<file path="config.mk">
export PLATFORM = sky130hd
export DESIGN_NAME = svdbs_front
export DESIGN_NICKNAME = d
export VERILOG_FILES = /design/src/sv/svd_back_substitution_macros.svh /design/src/sv/svdbs_pkg.sv /design/src/sv/svdbs_front.sv
export SDC_FILE = /design/constraint.sdc
export NUM_CORES = 1
export LEC_CHECK = 0
export ABC_CLOCK_PERIOD_IN_PS = 4200
export BUFFER_PORTS_ARGS = -buffer_cell sky130_fd_sc_hd__buf_2
export CORE_MARGIN = 1
export CORE_UTILIZATION = 61
export DETAILED_ROUTE_END_ITERATION = 6
export PLACE_DENSITY = 0.94
export SYNTH_ARGS = -nofsm -noshare
export SYNTH_HDL_FRONTEND = slang
export SYNTH_SLANG_ARGS = --single-unit
</file>
<file path="constraint.sdc">
create_clock -name clk -period 4.2 [get_ports clk]
set_input_delay 0.63 -clock clk [delete_from_list [all_inputs] [get_ports clk]]
set_output_delay 0.63 -clock clk [all_outputs]
set_load 0.01 [all_outputs]
</file>
<file path="src/sv/svd_back_substitution_macros.svh">
// ----------------------------------------------------------------------------
// SVD back substitution assertion macros
// Property shorthands for the block's concurrent checks; compiled out with
// ASSERT_OFF.
// ----------------------------------------------------------------------------
`ifndef SVD_BACK_SUBSTITUTION_MACROS_SVH
`define SVD_BACK_SUBSTITUTION_MACROS_SVH

`ifndef ASSERT_OFF
// same-cycle implication
`define SVDBS_ASSERT_IMP(label, clk, rst_n, ante, cons, msg) \
    label: assert property (@(posedge clk) disable iff (!rst_n) (ante) |-> (cons)) \
        else $error(msg);
// next-cycle implication
`define SVDBS_ASSERT_NXT(label, clk, rst_n, ante, cons, msg) \
    label: assert property (@(posedge clk) disable iff (!rst_n) (ante) |=> (cons)) \
        else $error(msg);
`else
`define SVDBS_ASSERT_IMP(label, clk, rst_n, ante, cons, msg)
`define SVDBS_ASSERT_NXT(label, clk, rst_n, ante, cons, msg)
`endif

`endif

</file>
<file path="src/sv/svdbs_pkg.sv">
// ----------------------------------------------------------------------------
// SVD back substitution package
// Shared types, request codes and default sizes.
// ----------------------------------------------------------------------------
package svdbs_pkg;

    localparam int MAX_ROWS_DEF  = 512;
    localparam int MAX_MODES_DEF = 256;
    localparam int QDEPTH        = 4;

    // request codes on req_type
    localparam logic [1:0] REQ_WR_U   = 2'd0;
    localparam logic [1:0] REQ_WR_V   = 2'd1;
    localparam logic [1:0] REQ_SAMPLE = 2'd2;
    localparam logic [1:0] REQ_READ   = 2'd3;

    // configuration register indices
    localparam logic [1:0] CFG_ROWS  = 2'd0;
    localparam logic [1:0] CFG_MODES = 2'd1;
    localparam logic [1:0] CFG_SHIFT = 2'd2;

    typedef enum logic [2:0] {
        OP_NOP,
        OP_WR_U,
        OP_WR_V,
        OP_SAMPLE,
        OP_READ
    } op_t;

    typedef struct packed {
        op_t                op;
        logic [8:0]         row;
        logic [7:0]         col;
        logic signed [17:0] coef;
        logic signed [15:0] samp;
    } item_t;

    typedef struct packed {
        logic full;
        logic empty;
    } q_status_t;

    typedef struct packed {
        logic clearing;
        logic solving;
    } back_status_t;

endpackage

</file>
<file path="src/sv/svdbs_front.sv">
// ----------------------------------------------------------------------------
// SVD back substitution front end
// Takes request words, decodes them and queues them for the back end.
// ----------------------------------------------------------------------------
module svdbs_front #(
    parameter int MAX_ROWS  = svdbs_pkg::MAX_ROWS_DEF,
    parameter int MAX_MODES = svdbs_pkg::MAX_MODES_DEF
) (
    input  logic                clk,
    input  logic                rst_n,
    input  logic                start,
    output logic                busy,
    input  logic [1:0]          req_type,
    input  logic [8:0]          row_index,
    input  logic [7:0]          col_index,
    input  logic signed [17:0]  coef_value,
    input  logic signed [15:0]  sample_value,
    input  logic                hold,
    output svdbs_pkg::item_t    q_item,
    output logic                q_valid,
    input  logic                pop,
    output svdbs_pkg::q_status_t qs
);
    import svdbs_pkg::*;

    localparam int QPW = $clog2(QDEPTH);

    item_t              q_mem [QDEPTH];
    logic [QPW-1:0]     wr_ptr_reg;
    logic [QPW-1:0]     rd_ptr_reg;
    logic [QPW:0]       cnt_reg;
    logic               full;
    logic               accept;
    item_t              dec;

    assign full    = (cnt_reg == (QPW+1)'(QDEPTH));
    assign busy    = full || hold;
    assign accept  = start && !busy;
    assign q_valid = (cnt_reg != '0);
    assign q_item  = q_mem[rd_ptr_reg];
    assign qs.full  = full;
    assign qs.empty = !q_valid;

    // out-of-range writes turn into no-ops here
    always_comb
    begin
        dec.row  = row_index;
        dec.col  = col_index;
        dec.coef = coef_value;
        dec.samp = sample_value;
        case (req_type)
            REQ_WR_U:
                dec.op = (32'(row_index) < MAX_ROWS && 32'(col_index) < MAX_MODES)
                         ? OP_WR_U : OP_NOP;
            REQ_WR_V:
                dec.op = (32'(row_index) < MAX_MODES && 32'(col_index) < MAX_MODES)
                         ? OP_WR_V : OP_NOP;
            REQ_SAMPLE:
                dec.op = OP_SAMPLE;
            REQ_READ:
                dec.op = OP_READ;
            default:
                dec.op = OP_NOP;
        endcase
    end

    always_ff @(posedge clk or negedge rst_n)
    begin
        if (!rst_n)
        begin
            wr_ptr_reg <= '0;
            rd_ptr_reg <= '0;
            cnt_reg    <= '0;
        end
        else
        begin
            if (accept)
                wr_ptr_reg <= wr_ptr_reg + 1'b1;
            if (pop)
                rd_ptr_reg <= rd_ptr_reg + 1'b1;
            if (accept && !pop)
                cnt_reg <= cnt_reg + 1'b1;
            else if (pop && !accept)
                cnt_reg <= cnt_reg - 1'b1;
        end
    end

    always_ff @(posedge clk)
    begin
        if (accept)
            q_mem[wr_ptr_reg] <= dec;
    end

endmodule

</file>
; Word-level counts from Yosys, hierarchy flattened
; Memory sizes are Yosys's and may differ from the RTL's.
; Index checks and enable logic that the tools add are counted.
[totals]
register_bits = 7
output_inout_bits = 58
memories = 1
in_bits = 58
mem_bits_rw = 216
word_cells = 30
[memory_table]
columns = memory, depth, width, read_ports, rd_clocked_by_memory_dff, wr, line
row1 = q_mem, 4, 54, 1, 0, 1, svdbs_front.sv:28  ; item_t q_mem [QDEPTH];
[op_classes]
n_addsub = 4
reduce_logical = 11
n_eq_ne = 4
n_lt_le_gt_ge = 1
mux = 6
[ops]
columns = cell, count
row1 = $pmux 3 s4, 1
row2 = $lt 9x9->1 const B, 1
row3 = $mux 3, 2
row4 = $add 2x1->2 const B, 2
row5 = $eq 2x2->1 const B, 2
row6 = $logic_not 1->1, 4
row7 = $add 3x1->3 const B, 1
row8 = $eq 3x3->1 const B, 1
row9 = $logic_and 1x1->1, 3
row10 = $reduce_bool 3->1, 1
row11 = $sub 3x1->3 const B, 1
row12 = $eq 2x1->1 const B, 1
row13 = $logic_not 2->1, 1
row14 = $mux 1, 2
row15 = $mux 2, 1
row16 = $reduce_bool 2->1, 1
row17 = $logic_or 1x1->1, 1

; Depth between registers and ports, before layout
[depth]
word_depth = 8
depth_mapped = 8
mapped_depth_nobuf = 8

; Worst setup path before layout
; Ideal clock, no wire load.
[synth_path]
path_type = input -> register
from = input port hold
to = memory q_mem[0][0] (netlist bit), enable pin
slack_ns = 1.535
setup_time_ns = 0.417
stages = 2
required_time_ns = 3.783
arrival_time_ns = 2.248
n_path_buf = 0
cell_sequence = nor3b_4 and2_1
[synth_between]
elab_chain_len = 5
[synth_rtl]
columns = element, line
row1 = from (decl), svdbs_front.sv:18  ; input logic hold,
row2 = $logic_or 1x1->1, svdbs_front.sv:37  ; assign busy = full || hold;
row3 = $logic_not 1->1, svdbs_front.sv:38  ; assign accept = start && !busy;
row4 = $logic_and 1x1->1, svdbs_front.sv:38
row5 = $mux 1, svdbs_front.sv:90  ; if (accept)
row6 = $mux 1 (not written as such), svdbs_front.sv:91  ; q_mem[wr_ptr_reg] <= dec;
row7 = to (decl), svdbs_front.sv:28
; No other way between the ends.

==> summary.md <==
| Metric | Value |
|---|---|
| Syn nets | `slightly below 400` |
| CTS tree | `done` |
| Gr usage total | `a little over a fifth` |
| Final Hold Viols | `0` |
| CP Launch Point | `rd_ptr_reg[0]` |
| Area growth from synthesis to layout | `17.0%` |
| Distinct cell type count after synthesis | `19` |
| Setup crit end kind | `output pin` |
| # fillers | `800` |
| Vias | `3707` |
| Setup ws final | `1080 ps` |
| Peak supply drop | `411 uV` |
| Initial Util | `62.4%` |
| Setup bufs post-CTS | `0` |
| CTS buffer count | `22` |
| Max-Cap Viols | `0` |
| Number of remaining DRC errors | `0` |
| Clk buf depth | `3` |
| Fmax | `320 MHz` |
| Final setup violation count | `0` |
| Post-synthesis register bit count | `223` |
| Routability cong. | `0.761` |
| Final min period | `3120 ps` |
| Clk root buf | `clkbuf_16` |
| Ports | `116` |
| Detailed Route WL | `~14000 microns` |
| Post-synth EDFFs | `216` |
| Final worst path period share | `around 74%` |
| Hold slack | `356 ps` |
| Hold path startpoint | `pop` |
| RSZ-0062 raised after global routing | `no` |
| Skew-Pair Late Insertion Delay | `480 ps` |
| Final Util | `73.0%` |
| Main synth FF type | `edfxtp_1` |
| Clock transition at path regs | `approximately 60 ps` |
| PwrDens | `644 nW/um^2` |
| Synth top area share | `78.5%` |
| Synth Cell Area | `8260 sq um` |
| Synth cell count leaders | `edfxtp_1, mux4_2, dfrtp_1, inv_1, buf_2` |
| Asr flop ratio synth | `3.14%` |
| First-pass GRT wire length | `approximately 22000 microns` |
| Wire per inst | `about 22 microns` |
| Worst-margin pin slew | `701 ps` |
| Grt ovf | `0` |
| Avg Inst Size Synth | `25.5 sq um` |
| Setup TNS | `0 ps` |
| Final Skew | `~5 ps` |
| Slew Viols, Final | `0` |
| Worst EP required | `3570 ps` |
| Buffers added on ports | `roughly 120` |
| Leading cell types by total area after synthesis | `edfxtp_1, mux4_2, dfrtp_1` |
| Max stage delay on crit path | `between 800 and 900 ps` |
| Post-synth top area cell | `edfxtp_1` |
| Die Area | `14000 sq um` |
| Share of cells above drive strength 1 | `44.9%` |
| Die height | `about 120 microns` |
| Row count | `42` |
| DR vias/cell | `between 5 and 6` |
| Slew margin rel. | `53.2%` |
| Synth Instances | `around 320` |
| Die width | `about 120 microns` |
| Clock net sink count | `223` |
| H-tree levels | `1` |
| Worst-path cell chain | `buf_4 -> mux4_2 -> buf_2` |
| DP HPWL | `8860 microns` |
| Worst R2R Start | `cnt_reg[2]` |
| Drt pass-1 iters | `4` |
| Min-delay worst type | `in2reg` |
| Antenna violations before repair | `1` |
| Startpoint types | `flip-flop` |
| Synth Warn # | `0` |
| WS Path Type | `reg2out` |
| CP max-delay cell | `dfrtp_4` |
| Largest register FFs | `216` |
| Arrival time worst endpoint | `2490 ps` |
| Initial DRC Count | `347` |
| Seq/Total Area, Yosys | `approximately four fifths` |
| Outcome | `finished, final reports clean` |
| Vias in the first global route | `3965` |
| Core area | `approximately 13000 sq um` |
| Final instance area | `slightly below 10000 sq um` |
| Largest net degree at the start of global routing | `38` |
| Pre-CTS setup slack | `between 1500 and 2000 ps` |
| LEAKAGE | `0.00334 uW` |
| Placed inst area | `9020 sq um` |
| Max Fanout on Critical Path | `37` |
| # nets final | `522` |
| Most common cell in the netlist | `edfxtp_1` |
| Post-route ant nets | `0` |
==> cells in the final DEF, fill, tap and decap left out, types with 2 or more instances in the layout <==
cell type,n
and2_2,4
buf_2,115
clkinv_2,3
xor2_1,3
ha_1,5
mux2_2,2
buf_4,7
clkbuf_16,23
mux4_2,54
clkbuf_1,9
clkinv_1,3
inv_1,7
dfrtp_1,5
nor2_1,2
nor3b_4,2
edfxtp_1,216
xnor2_1,3
==> cell type report <==
cell class                      count  area (sq um)  area share (%)
Multi-Input combinational cell     81          1480            15.3
Inverter                            7          26.3           0.272
Timing Repair Buffer              123           638            6.60
Clock buffer                       32           609            6.30
Clock inverter                      6          26.3           0.272
Sequential cell                   223          6670            69.0
Tap cell                          176           220            2.28
Antenna cell                        1          2.50          0.0259
==> kinds of logic (layout without fill, tap and decap cells) <==
group,after synthesis,in the layout,share of synthesized area [%]
buffers and inverters,20,168,1.54
xor gates and xnor gates,6,6,0.636
other,0,1,0
and+or+nand+nor,12,12,1.11
muxes,56,56,15.0
adders and majority gates,6,6,1.00
AOI/OAI and AO/OA,1,1,0.0909
DFF,223,223,80.6
==> metal layers <==
| metal | up-vias | part of all wire (%) | track usage (%) |
|---|---|---|---|
| met3 | 21 | 5.7 | 3.86 |
| met5 | - | 0 | 0 |
| met2 | 117 | 53 | 36.9 |
| met1 | 1934 | 40 | 29.4 |
| li1 | 1635 | - | - |
| met4 | 0 | 1.6 | 5.22 |
==> metrics by stage <==
stage / total power (uW) / std cells
after global routing: 6510 / 648
after global placement: 4500 / 609
final: 6220 / 649
after CTS: 6310 / 648
after floorplan: 4030 / 324
after detailed placement: 4570 / 609
==> where the power goes <==
part / total [uW] / switching, uW / internal, uW
Clock: 1730 / 734 / 1000
Combinational: 1530 / 725 / 807
Sequential: 2960 / 236 / 2720
==> critical path: cells and delay by family, from the launching register on <==
family                 cells  cell delay (ps)
buffers and inverters      2              540
multiplexers               1              570
flip-flops                 1              890
==> worst paths after layout <==
| check | endpoint | slack (ps) | cells after the start |
|---|---|---|---|
| setup / recovery | q_item[38] | 1080 | 3 |
| max in group asynchronous | rd_ptr_reg[0] | 3490 | 2 |
| setup reg to reg | q_mem[0][46] | 1750 | 4 |
| min in group asynchronous | cnt_reg[2] | 540 | 2 |
| hold reg to reg | cnt_reg[2] | 490 | 1 |
| hold / removal | rd_ptr_reg[0] | 360 | 2 |
==> timing repair <==
item,in CTS,in global routing
resized for setup,0,0
hold buffers,1,0
endpoints found under the hold margin,7,0
Note: power is estimated with default switching activity, not from simulation.
